`config.mk`:
```
export PLATFORM = sky130hd
export DESIGN_NAME = rts_pulse_frame_receiver_unit
export DESIGN_NICKNAME = d
export VERILOG_FILES = /design/src/rtspfr_pkg.sv /design/src/rtspfr_classifier.sv /design/src/rtspfr_frame_decode.sv /design/src/rts_pulse_frame_receiver_unit.sv
export SDC_FILE = /design/constraint.sdc
export NUM_CORES = 1
export LEC_CHECK = 0
export BUFFER_PORTS_ARGS = -buffer_cell sky130_fd_sc_hd__buf_2
export CAP_MARGIN = 20
export CORE_MARGIN = 3
export CORE_UTILIZATION = 50
export CTS_BUF_LIST = sky130_fd_sc_hd__clkbuf_16
export CTS_CLUSTER_DIAMETER = 40
export DETAILED_ROUTE_END_ITERATION = 10
export GPL_TIMING_DRIVEN = 0
export HOLD_SLACK_MARGIN = 0.03
export PLACE_DENSITY = 0.68
export SYNTH_ARGS = -nofsm -noshare
export SYNTH_HDL_FRONTEND = slang
export SYNTH_SLANG_ARGS = --single-unit
```
`constraint.sdc`:
```
create_clock -name clk -period 11.6 [get_ports clk]
set_clock_uncertainty 0.05 [all_clocks]
set_input_delay 1.74 -clock clk [delete_from_list [all_inputs] [get_ports clk]]
set_output_delay 1.74 -clock clk [all_outputs]
set_load 0.05 [all_outputs]
```
`src/rtspfr_pkg.sv`:
```
`timescale 1ns / 1ps

package rtspfr_pkg;

    localparam int FRAME_BITS   = 56;
    localparam int PULSE_W      = 16;
    localparam int CFG_IDX_W    = 3;
    localparam int BIT_CNT_W    = 6;
    localparam int HW_CNT_W     = 3;

    localparam logic [HW_CNT_W-1:0]  HW_CNT_SAT = 3'd7;
    localparam logic [BIT_CNT_W-1:0] FRAME_LEN  = 6'd56;
    localparam logic [7:0]           NIB_LO     = 8'h0F;
    localparam logic [7:0]           NIB_HI     = 8'hF0;

    // rx_status codes
    localparam logic [1:0] ST_SYNC = 2'd0;
    localparam logic [1:0] ST_DATA = 2'd1;
    localparam logic [1:0] ST_DONE = 2'd2;

    // register indexes
    localparam logic [CFG_IDX_W-1:0] REG_HW_SYNC_MIN     = 3'd0;
    localparam logic [CFG_IDX_W-1:0] REG_HW_SYNC_MAX     = 3'd1;
    localparam logic [CFG_IDX_W-1:0] REG_SW_SYNC_MIN     = 3'd2;
    localparam logic [CFG_IDX_W-1:0] REG_SW_SYNC_MAX     = 3'd3;
    localparam logic [CFG_IDX_W-1:0] REG_HALF_SYMBOL_MIN = 3'd4;
    localparam logic [CFG_IDX_W-1:0] REG_HALF_SYMBOL_MAX = 3'd5;
    localparam logic [CFG_IDX_W-1:0] REG_FULL_SYMBOL_MIN = 3'd6;
    localparam logic [CFG_IDX_W-1:0] REG_FULL_SYMBOL_MAX = 3'd7;

    // register reset values
    localparam logic [PULSE_W-1:0] RST_HW_SYNC_MIN     = 16'd1792;
    localparam logic [PULSE_W-1:0] RST_HW_SYNC_MAX     = 16'd3328;
    localparam logic [PULSE_W-1:0] RST_SW_SYNC_MIN     = 16'd3584;
    localparam logic [PULSE_W-1:0] RST_SW_SYNC_MAX     = 16'd6656;
    localparam logic [PULSE_W-1:0] RST_HALF_SYMBOL_MIN = 16'd448;
    localparam logic [PULSE_W-1:0] RST_HALF_SYMBOL_MAX = 16'd832;
    localparam logic [PULSE_W-1:0] RST_FULL_SYMBOL_MIN = 16'd896;
    localparam logic [PULSE_W-1:0] RST_FULL_SYMBOL_MAX = 16'd1664;

    typedef struct packed {
        logic [PULSE_W-1:0] hw_sync_min;
        logic [PULSE_W-1:0] hw_sync_max;
        logic [PULSE_W-1:0] sw_sync_min;
        logic [PULSE_W-1:0] sw_sync_max;
        logic [PULSE_W-1:0] half_symbol_min;
        logic [PULSE_W-1:0] half_symbol_max;
        logic [PULSE_W-1:0] full_symbol_min;
        logic [PULSE_W-1:0] full_symbol_max;
    } timing_cfg_t;

    typedef struct packed {
        logic hw_sync;
        logic sw_sync;
        logic half_symbol;
        logic full_symbol;
    } pulse_class_t;

    typedef struct packed {
        logic [3:0]  command_code;
        logic        command_known;
        logic [7:0]  key_byte;
        logic [15:0] seq_counter;
        logic [23:0] remote_address;
        logic        checksum_ok;
    } frame_fields_t;

endpackage

```
`src/rtspfr_classifier.sv`:
```
`timescale 1ns / 1ps

module rtspfr_classifier
    import rtspfr_pkg::*;
(
    input  logic [PULSE_W-1:0] pulse,
    input  timing_cfg_t        cfg,
    output pulse_class_t       cls
);

    // strict bounds on both sides
    assign cls.hw_sync     = (pulse > cfg.hw_sync_min) && (pulse < cfg.hw_sync_max);
    assign cls.sw_sync     = (pulse > cfg.sw_sync_min) && (pulse < cfg.sw_sync_max);
    assign cls.half_symbol = (pulse > cfg.half_symbol_min) && (pulse < cfg.half_symbol_max);
    assign cls.full_symbol = (pulse > cfg.full_symbol_min) && (pulse < cfg.full_symbol_max);

endmodule

```
`src/rtspfr_frame_decode.sv`:
```
`timescale 1ns / 1ps

module rtspfr_frame_decode
    import rtspfr_pkg::*;
(
    input  logic [FRAME_BITS-1:0] payload,
    output frame_fields_t         fields
);

    logic [7:0] raw [7];
    logic [7:0] dec [7];
    logic [7:0] ck;
    logic [3:0] cmd;

    always_comb
    begin
        for (int i = 0; i < 7; i++)
        begin
            raw[i] = payload[FRAME_BITS-1-8*i -: 8];
        end
        // undo the chaining: each byte was XORed with the previous raw byte
        dec[0] = raw[0];
        for (int i = 1; i < 7; i++)
        begin
            dec[i] = raw[i] ^ raw[i-1];
        end
        ck = 8'd0;
        for (int i = 0; i < 7; i++)
        begin
            ck = ck ^ dec[i] ^ {4'd0, dec[i][7:4]};
        end
        ck = ck & NIB_LO;
    end

    assign cmd = 4'((dec[1] & NIB_HI) >> 4);

    assign fields.command_code   = cmd;
    assign fields.command_known  = (cmd <= 4'd6) || (cmd == 4'd8) || (cmd == 4'd9)
                                   || (cmd == 4'd10);
    assign fields.key_byte       = dec[0];
    assign fields.seq_counter    = {dec[2], dec[3]};
    assign fields.remote_address = {dec[6], dec[5], dec[4]};
    assign fields.checksum_ok    = (ck == 8'd0);

endmodule

```
`src/rts_pulse_frame_receiver_unit.sv`:
```
`timescale 1ns / 1ps

// Pulse-length frame receiver. Each input beat is one measured level length in
// microseconds; each beat yields exactly one result beat with the receive status,
// a running pulse count and, on the pulse that completes a 56-bit frame, the
// decoded command, key byte, rolling counter, address and checksum flag. A beat
// passes the input register, then the result register; a beat is taken each cycle
// unless a stalled result beat holds the input register. The state update for a
// beat happens as it moves on. The user must write timing windows through the
// cfg port while no beat is in flight; the block itself does not enforce this.
module rts_pulse_frame_receiver_unit
    import rtspfr_pkg::*;
#(
    parameter int MIN_HW_SYNC_PULSES = 4
)
(
    input  logic                 clk,
    input  logic                 rst_n,

    input  logic                 cfg_we,
    input  logic [CFG_IDX_W-1:0] cfg_index,
    input  logic [PULSE_W-1:0]   cfg_data,

    input  logic                 in_valid,
    output logic                 in_stall,
    input  logic [PULSE_W-1:0]   pulse_length,

    output logic                 out_valid,
    input  logic                 out_stall,
    output logic [1:0]           rx_status,
    output logic [3:0]           command_code,
    output logic                 command_known,
    output logic [7:0]           key_byte,
    output logic [15:0]          seq_counter,
    output logic [23:0]          remote_address,
    output logic                 checksum_ok,
    output logic [15:0]          pulse_count
);

    localparam logic [HW_CNT_W-1:0] MIN_HW = HW_CNT_W'(MIN_HW_SYNC_PULSES);

    timing_cfg_t cfg_reg;

    logic               in_vld_reg;
    logic [PULSE_W-1:0] pulse_reg;
    logic               advance;
    logic               in_accept;

    logic                  receiving_reg,  receiving_next;
    logic [HW_CNT_W-1:0]   hw_cnt_reg,     hw_cnt_next;
    logic [BIT_CNT_W-1:0]  bit_cnt_reg,    bit_cnt_next;
    logic                  last_bit_reg,   last_bit_next;
    logic                  half_pend_reg,  half_pend_next;
    logic [FRAME_BITS-1:0] payload_reg,    payload_next;
    logic [15:0]           pulses_reg,     pulses_next;
    logic                  done;

    logic          out_vld_reg;
    logic [1:0]    status_reg;
    frame_fields_t fields_reg;
    logic [15:0]   count_reg;

    pulse_class_t  cls;
    frame_fields_t fields;

    // configuration registers
    always_ff @(posedge clk or negedge rst_n)
    begin
        if (!rst_n)
        begin
            cfg_reg.hw_sync_min     <= RST_HW_SYNC_MIN;
            cfg_reg.hw_sync_max     <= RST_HW_SYNC_MAX;
            cfg_reg.sw_sync_min     <= RST_SW_SYNC_MIN;
            cfg_reg.sw_sync_max     <= RST_SW_SYNC_MAX;
            cfg_reg.half_symbol_min <= RST_HALF_SYMBOL_MIN;
            cfg_reg.half_symbol_max <= RST_HALF_SYMBOL_MAX;
            cfg_reg.full_symbol_min <= RST_FULL_SYMBOL_MIN;
            cfg_reg.full_symbol_max <= RST_FULL_SYMBOL_MAX;
        end
        else if (cfg_we)
        begin
            unique case (cfg_index)
                REG_HW_SYNC_MIN:     cfg_reg.hw_sync_min     <= cfg_data;
                REG_HW_SYNC_MAX:     cfg_reg.hw_sync_max     <= cfg_data;
                REG_SW_SYNC_MIN:     cfg_reg.sw_sync_min     <= cfg_data;
                REG_SW_SYNC_MAX:     cfg_reg.sw_sync_max     <= cfg_data;
                REG_HALF_SYMBOL_MIN: cfg_reg.half_symbol_min <= cfg_data;
                REG_HALF_SYMBOL_MAX: cfg_reg.half_symbol_max <= cfg_data;
                REG_FULL_SYMBOL_MIN: cfg_reg.full_symbol_min <= cfg_data;
                REG_FULL_SYMBOL_MAX: cfg_reg.full_symbol_max <= cfg_data;
                default:             cfg_reg                 <= cfg_reg;
            endcase
        end
    end

    // handshake: input register moves on whenever the result register is free
    assign advance   = in_vld_reg && (!out_vld_reg || !out_stall);
    assign in_stall  = in_vld_reg && out_vld_reg && out_stall;
    assign in_accept = in_valid && !in_stall;

    always_ff @(posedge clk or negedge rst_n)
    begin
        if (!rst_n)
        begin
            in_vld_reg <= 1'b0;
        end
        else if (in_accept)
        begin
            in_vld_reg <= 1'b1;
        end
        else if (advance)
        begin
            in_vld_reg <= 1'b0;
        end
    end

    always_ff @(posedge clk)
    begin
        if (in_accept)
        begin
            pulse_reg <= pulse_length;
        end
    end

    rtspfr_classifier u_classifier (
        .pulse (pulse_reg),
        .cfg   (cfg_reg),
        .cls   (cls)
    );

    // per-pulse receive state update
    always_comb
    begin
        receiving_next = receiving_reg;
        hw_cnt_next    = hw_cnt_reg;
        bit_cnt_next   = bit_cnt_reg;
        last_bit_next  = last_bit_reg;
        half_pend_next = half_pend_reg;
        payload_next   = payload_reg;

        if (!receiving_reg)
        begin
            priority if (cls.hw_sync)
            begin
                if (hw_cnt_reg != HW_CNT_SAT)
                begin
                    hw_cnt_next = hw_cnt_reg + 1'b1;
                end
            end
            else if (cls.sw_sync && (hw_cnt_reg >= MIN_HW))
            begin
                bit_cnt_next   = '0;
                last_bit_next  = 1'b0;
                half_pend_next = 1'b0;
                payload_next   = '0;
                receiving_next = 1'b1;
            end
            else
            begin
                hw_cnt_next = '0;
            end
        end
        else
        begin
            priority if (!half_pend_reg && cls.full_symbol)
            begin
                // full symbol: level flips, push the new bit
                last_bit_next = !last_bit_reg;
                payload_next  = {payload_reg[FRAME_BITS-2:0], !last_bit_reg};
                bit_cnt_next  = bit_cnt_reg + 1'b1;
            end
            else if (cls.half_symbol)
            begin
                if (half_pend_reg)
                begin
                    half_pend_next = 1'b0;
                    payload_next   = {payload_reg[FRAME_BITS-2:0], last_bit_reg};
                    bit_cnt_next   = bit_cnt_reg + 1'b1;
                end
                else
                begin
                    half_pend_next = 1'b1;
                end
            end
            else
            begin
                // abort back to sync
                hw_cnt_next    = '0;
                receiving_next = 1'b0;
            end
        end

        done = receiving_next && (bit_cnt_next >= FRAME_LEN);
        if (done)
        begin
            receiving_next = 1'b0;
            pulses_next    = '0;
        end
        else
        begin
            pulses_next = pulses_reg + 1'b1;
        end
    end

    rtspfr_frame_decode u_frame_decode (
        .payload (payload_next),
        .fields  (fields)
    );

    always_ff @(posedge clk or negedge rst_n)
    begin
        if (!rst_n)
        begin
            receiving_reg <= 1'b0;
            hw_cnt_reg    <= '0;
            bit_cnt_reg   <= '0;
            last_bit_reg  <= 1'b0;
            half_pend_reg <= 1'b0;
            payload_reg   <= '0;
            pulses_reg    <= '0;
        end
        else if (advance)
        begin
            receiving_reg <= receiving_next;
            hw_cnt_reg    <= hw_cnt_next;
            bit_cnt_reg   <= bit_cnt_next;
            last_bit_reg  <= last_bit_next;
            half_pend_reg <= half_pend_next;
            payload_reg   <= payload_next;
            pulses_reg    <= pulses_next;
        end
    end

    // result register
    always_ff @(posedge clk or negedge rst_n)
    begin
        if (!rst_n)
        begin
            out_vld_reg <= 1'b0;
        end
        else if (advance)
        begin
            out_vld_reg <= 1'b1;
        end
        else if (!out_stall)
        begin
            out_vld_reg <= 1'b0;
        end
    end

    always_ff @(posedge clk)
    begin
        if (advance)
        begin
            if (done)
            begin
                status_reg <= ST_DONE;
                fields_reg <= fields;
            end
            else
            begin
                status_reg <= receiving_next ? ST_DATA : ST_SYNC;
                fields_reg <= '0;
            end
            count_reg <= pulses_next;
        end
    end

    assign out_valid      = out_vld_reg;
    assign rx_status      = status_reg;
    assign command_code   = fields_reg.command_code;
    assign command_known  = fields_reg.command_known;
    assign key_byte       = fields_reg.key_byte;
    assign seq_counter    = fields_reg.seq_counter;
    assign remote_address = fields_reg.remote_address;
    assign checksum_ok    = fields_reg.checksum_ok;
    assign pulse_count    = count_reg;

endmodule

```
Word-level counts from Yosys, hierarchy flattened
Cells that the tools add are included.
Cells by class
  mux-type cells: 38
  bitwise logic cells: 19
  equal/unequal tests: 19
  add/subtract/negate cells: 3
  order comparisons: 11
  reduce and logical (&&, ||, !) cells: 35
Operators by type and width (count)
  $mux W56: 6
  $gt A16 B16 Y1: 4
  $lt A16 B16 Y1: 4
  $xor A4 B4 Y4: 13
  $xor A8 B8 Y8: 6
  $mux W6: 6
  $mux W1: 19
  $mux W3: 6
  $add A16 B1 Y16 const B: 1
  $mux W16: 1
  $reduce_and A2 Y1: 8
  $eq A3 B3 Y1 const B: 4
  $eq A4 B4 Y1 const B: 3
  $logic_and A1 B1 Y1: 11
  $reduce_and A5 Y1: 2
  $logic_not A8 Y1: 1
  $add A6 B1 Y6 const B: 1
  $eq A3 B2 Y1 const B: 2
  $ge A6 B6 Y1 const B: 1
  $ne A2 B1 Y1 const B: 3
  $ne A2 B2 Y1 const B: 3
  $ne A3 B3 Y1 const B: 2
  $logic_not A1 Y1: 5
  $le A4 B3 Y1 const B: 1
  other kinds (8): 12
Word-level totals
  register bits: 302
  bits of input ports: 40
  output and inout port bits: 74
  logic and storage cells: 151

Logic depth before layout (Yosys ltp)
  depth after elaboration: 20
  mapped depth: 15
  depth with buffers taken out: 13

Modules after synthesis
A second synthesis with hierarchy kept.
Second synthesis, totals
  cells, all modules: 1476
  area, all modules: 16264.3 um^2
Modules (own cells, without submodules)
  rts_pulse_frame_receiver_unit: cells each 988, instances 1, seq. area each 8027.7 um^2, area each 12622.1 um^2
  rtspfr_classifier: cells each 428, instances 1, seq. area each 0.0 um^2, area each 3123.0 um^2
  rtspfr_frame_decode: cells each 60, instances 1, seq. area each 0.0 um^2, area each 519.2 um^2

Least setup slack after synthesis
No wires, ideal clock.
  path kind: input to register
  from: in out_stall
  to: reg fields_reg, in the netlist checksum_ok (enable)
  data arrival time: 4565 ps
  data required time: 11086 ps
  buffers on the path: 2
  setup slack: 6521 ps
  stages: 5
  library setup time: 464 ps
  cell sequence: nand2_1 nand2_1 clkinv_1 clkbuf_1 clkbuf_1
On the way
  cells in the longest elaborated chain, start to end: 3
RTL lines
  start, declared: RTL line rts_pulse_frame_receiver_unit.sv:29  | input logic out_stall,
  $logic_not A1 Y1
  $logic_or A1 B1 Y1: RTL line rts_pulse_frame_receiver_unit.sv:97  | assign advance = in_vld_reg && (!out_vld_reg || !out_stall);
  $logic_and A1 B1 Y1: RTL line rts_pulse_frame_receiver_unit.sv:97
  named net advance: RTL line rts_pulse_frame_receiver_unit.sv:46  | logic advance;
  end signal, assigned: RTL line rts_pulse_frame_receiver_unit.sv:258  | fields_reg <= fields;
  end, declared: RTL line rts_pulse_frame_receiver_unit.sv:60  | frame_fields_t fields_reg;
The timed path passes the listed nets, and every way through them passes these cells.
A chain may end at the register's enable or synchronous reset.

Final worst setup path
  from: reg pulse_reg[15]
  to: reg fields_reg, in the netlist seq_counter[2] (data pin)
On the way
  cells in the longest elaborated chain, start to end: 8
  elaborated cells between the ends (all ways): 32
  those cells by class: order compare: 9; mux: 15; bitwise: 1; reduce/logical: 7
RTL lines
  start, declared: RTL line rts_pulse_frame_receiver_unit.sv:45  | logic [PULSE_W-1:0] pulse_reg;
  start signal, assigned: RTL line rts_pulse_frame_receiver_unit.sv:121  | pulse_reg <= pulse_length;
  $gt A16 B16 Y1 or $lt A16 B16 Y1 (tied branches): RTL line rtspfr_classifier.sv:13  | assign cls.sw_sync = (pulse > cfg.sw_sync_min) && (pulse < cfg.sw_sync_max);
  $logic_and A1 B1 Y1: RTL line rtspfr_classifier.sv:13
  $logic_and A1 B1 Y1: RTL line rts_pulse_frame_receiver_unit.sv:150  | else if (cls.sw_sync && (hw_cnt_reg >= MIN_HW))
  $mux W6: RTL line rts_pulse_frame_receiver_unit.sv:150
  $mux W6: RTL line rts_pulse_frame_receiver_unit.sv:143  | priority if (cls.hw_sync)
  $mux W6: RTL line rts_pulse_frame_receiver_unit.sv:141  | if (!receiving_reg)
  $ge A6 B6 Y1: RTL line rts_pulse_frame_receiver_unit.sv:193  | done = receiving_next && (bit_cnt_next >= FRAME_LEN);
  $logic_and A1 B1 Y1: RTL line rts_pulse_frame_receiver_unit.sv:193
Parallel ways exist; a longest one is shown, timed or not.

==> metrics <==
flops & latches, synth=302; asr flop ratio synth=70.9%; Tightest Pin Transition=0.999 ns; Syn Area/Cell=10.7 µm²; pin count of the biggest net entering global routing=119; Post-CTS Setup Inserts=0; worst hold path stage count=1; synthesized area=16000 µm²; diode count=0; gr usage total=24.4%; Initial Util=51.4%; Worst-path clk slew=0.05 ns; Final Hold Vio Count=0; clock sink total=302; Detail Route Antenna Nets=0; Reg2Reg Setup Slack=6.68 ns; proportion of synthesized area in mux cells=5.13%; crit path max fanout=10; Rel. slew slack=33.4%; final net count=1822; final setup fails=0; EDFF count, synth=88; RSZ-0062 raised after global routing=no; CTS tree=yes; cells on worst reg2reg path=12; fin crit period=4.92 ns; Synth Area in Compound Gates=15.0%; CTS resizes=0; PD cells=192 nW/µm²; sw frac=29.3%; Critical R2R Capture=seq_counter[2]; Congestion Overflow GR=0; CTS Hold Bufs=0; Area Overhead vs Synth=18.0%; largest family of logic cells by synthesized area=compound AO/OA/AOI/OAI gates; Post-Syn Nets=1661; grt peak-use layer=met2; setup TNS=0 ns; reg2reg start=pulse_reg[15]; initial DRC count=996; worst skew pair latency=0.55 ns; GR Util met2=37.9%; Synth Flop Type=dfrtp_1; final WL=40900 µm; initial antenna violation count=1; I/O Buffers=109; P_sw=0.00106 W; CP Data Arrival Time=5.24 ns; Internal=0.00256 W; sequential area share after synthesis=50.3%; die area=34100 µm²; Synth Area in Simple Gates=11.1%; fmax=0.203 GHz; Clk network pwr share=43.5%; Hold Path Class=reg2reg; combinational power share=19.2%; Hold Startpoint=in_vld_reg; Post-DP HPWL=27600 µm; Pleak=8.48 nW; WP data required=11.92 ns; die height=185 µm; wire per inst=19.6 µm; drt drc=0; max reg flops=128; fillcell total=2587; status=finished, final reports clean; vias=12000; Slew Limit Fails=0; yosys warns=0; maximum VDD drop=0.117 mV; fin crit share=42.4%; H-tree levels=2; Setup WS pre-CTS=6.89 ns; fraction of layout instances using a drive strength above 1=18.8%; Post-Synth XOR/XNOR Area=3.40%; row count=64; core area=31100 µm²; vias in the first global route=12000; Final WS setup=6.68 ns; Vias/cell=5.75; CTS buffer count=48; chip width=185 µm; MaxCap Viol Count=0; WHS Endpoint=out_valid; Post-Synthesis Cells=1493; Sequential Power Share=37.3%; gp weighted congestion=0.886; crit path launch=pulse_reg[15]; io pins=114; Startpoint Class=register; final core occ=60.7%; post-synthesis adder-cell area fraction=10.0%; GR Util met3=4.28%; Setup crit end kind=register; critical path type=reg2reg; CTS root buf=clkbuf_16; Pre-antenna DRT Iters=5; GRT met1 Usage=35.2%; library cells used by synthesis=67; first-pass GRT wire length=65400 µm; Max clock buf depth=3
## Yosys cell counts, drive strengths merged (5+ instances only)
cell type	n	share of area [%]
dfrtp	190	30
nand2	143	3.4
inv	136	3.2
ha	128	10
o21ai	110	3.4
edfxtp	88	17
nor2	77	1.9
a21oi	73	2.4
a22o	72	3.9
mux2	71	5.0
clkbuf	37	0.87
xor2	35	1.9
a22oi	33	1.6
buf	29	0.97
nand2b	29	1.2
xnor2	27	1.5
dfstp	24	3.9
nand4	24	0.94
nand3	18	0.56
nor3	16	0.50
nor2b	15	0.59
and2	12	0.47
and3	11	0.43
a211oi	8	0.41
a21o	8	0.38
nor3b	8	0.38
a31oi	5	0.20
o211ai	5	0.24
o21a	5	0.24
## power by group through the flow
stage	registers (W)	logic (W)	clock network, W
CTS	0.00135	0.000698	0.00160
global placement	0.00136	0.000665	0
global route	0.00137	0.000785	0.00165
detailed placement	0.00136	0.000688	0
finish	0.00135	0.000695	0.00158
floorplan	0.00141	0.000430	0
## worst max path at each step
stage | to | depth (start not counted) | slack (ns)
4_1_cts | seq_counter[2] | 12 | 6.85
2_1_floorplan | checksum_ok | 5 | 6.52
3_3_place_gp | payload_reg[22] | 1 | 4.92
5_1_grt | seq_counter[2] | 12 | 6.57
3_5_place_dp | seq_counter[2] | 12 | 6.89
6_report | seq_counter[2] | 12 | 6.68
## worst max-delay path: stages, from the launching register on
cell	delay (ns)
edfxtp_1	0.63
ha_1	0.44
nand4_1	0.16
nor3_1	0.47
nor4b_1	0.62
or3_1	0.37
a21oi_4	0.12
nor2b_1	0.11
buf_2	0.24
clkbuf_1	0.53
clkbuf_1	0.56
o21ai_0	0.19
a21oi_1	0.26
## metal layers
layer  vias to the layer above  routed length, µm
li1                       5655                  -
met1                      5907              18600
met2                       370              18600
met3                        93               2660
met4                         2               1040
met5                         -                 13
## cell usage in the layout (no fill, tap or decap), types with 4 or more instances in the layout
master	count
nand3_1	18
and3_1	11
o2111ai_1	4
buf_1	7
nand4b_1	4
dfrtp_1	190
o21ai_1	6
nor2b_1	15
o211ai_1	5
nor3b_1	8
o21ai_0	104
dfstp_2	24
nand4_1	24
edfxtp_1	88
or3_1	4
xnor2_1	27
a21oi_1	71
nor2_1	76
a21o_1	8
a211oi_1	7
clkinv_1	8
a221o_1	4
nor3_1	16
buf_2	127
nand2b_1	28
mux2_2	71
a22oi_1	33
and2_1	12
inv_6	8
clkbuf_1	36
clkbuf_16	49
ha_1	128
xor2_1	35
o21a_1	5
inv_1	140
bufinv_16	12
nand2_1	143
a31oi_1	5
a22o_1	72
## metrics by stage
| step | hold slack [ns] | instance area (µm²) | power [W] | std cells |
|---|---|---|---|---|
| floorplan | 0.407 | 16000 | 0.00184 | 1493 |
| global placement | 0.417 | 17000 | 0.00203 | 1998 |
| detailed placement | 0.428 | 17100 | 0.00205 | 2000 |
| CTS | 0.450 | 18900 | 0.00365 | 2090 |
| global route | 0.461 | 18900 | 0.00380 | 2090 |
| finish | 0.441 | 18900 | 0.00362 | 2090 |
## kinds of logic after synthesis
logic type / after synthesis
compound gates: 355
xor+xnor: 62
fa+ha+maj: 128
buf+inv: 203
flops: 302
mux: 73
simple gates: 370
## layout make-up
| class | count | area, µm² | area share, % |
|---|---|---|---|
| sequential | 302 | 8030 | 42.6 |
| multi-input combinational | 988 | 7140 | 37.9 |
| clock buffer | 49 | 1230 | 6.50 |
| timing repair buffer | 111 | 611 | 3.24 |
| clock inverter | 41 | 542 | 2.87 |
| inverter | 137 | 514 | 2.73 |
| tap | 396 | 495 | 2.63 |
| buffer | 66 | 298 | 1.58 |
Note: power is estimated with default switching activity, not from simulation.
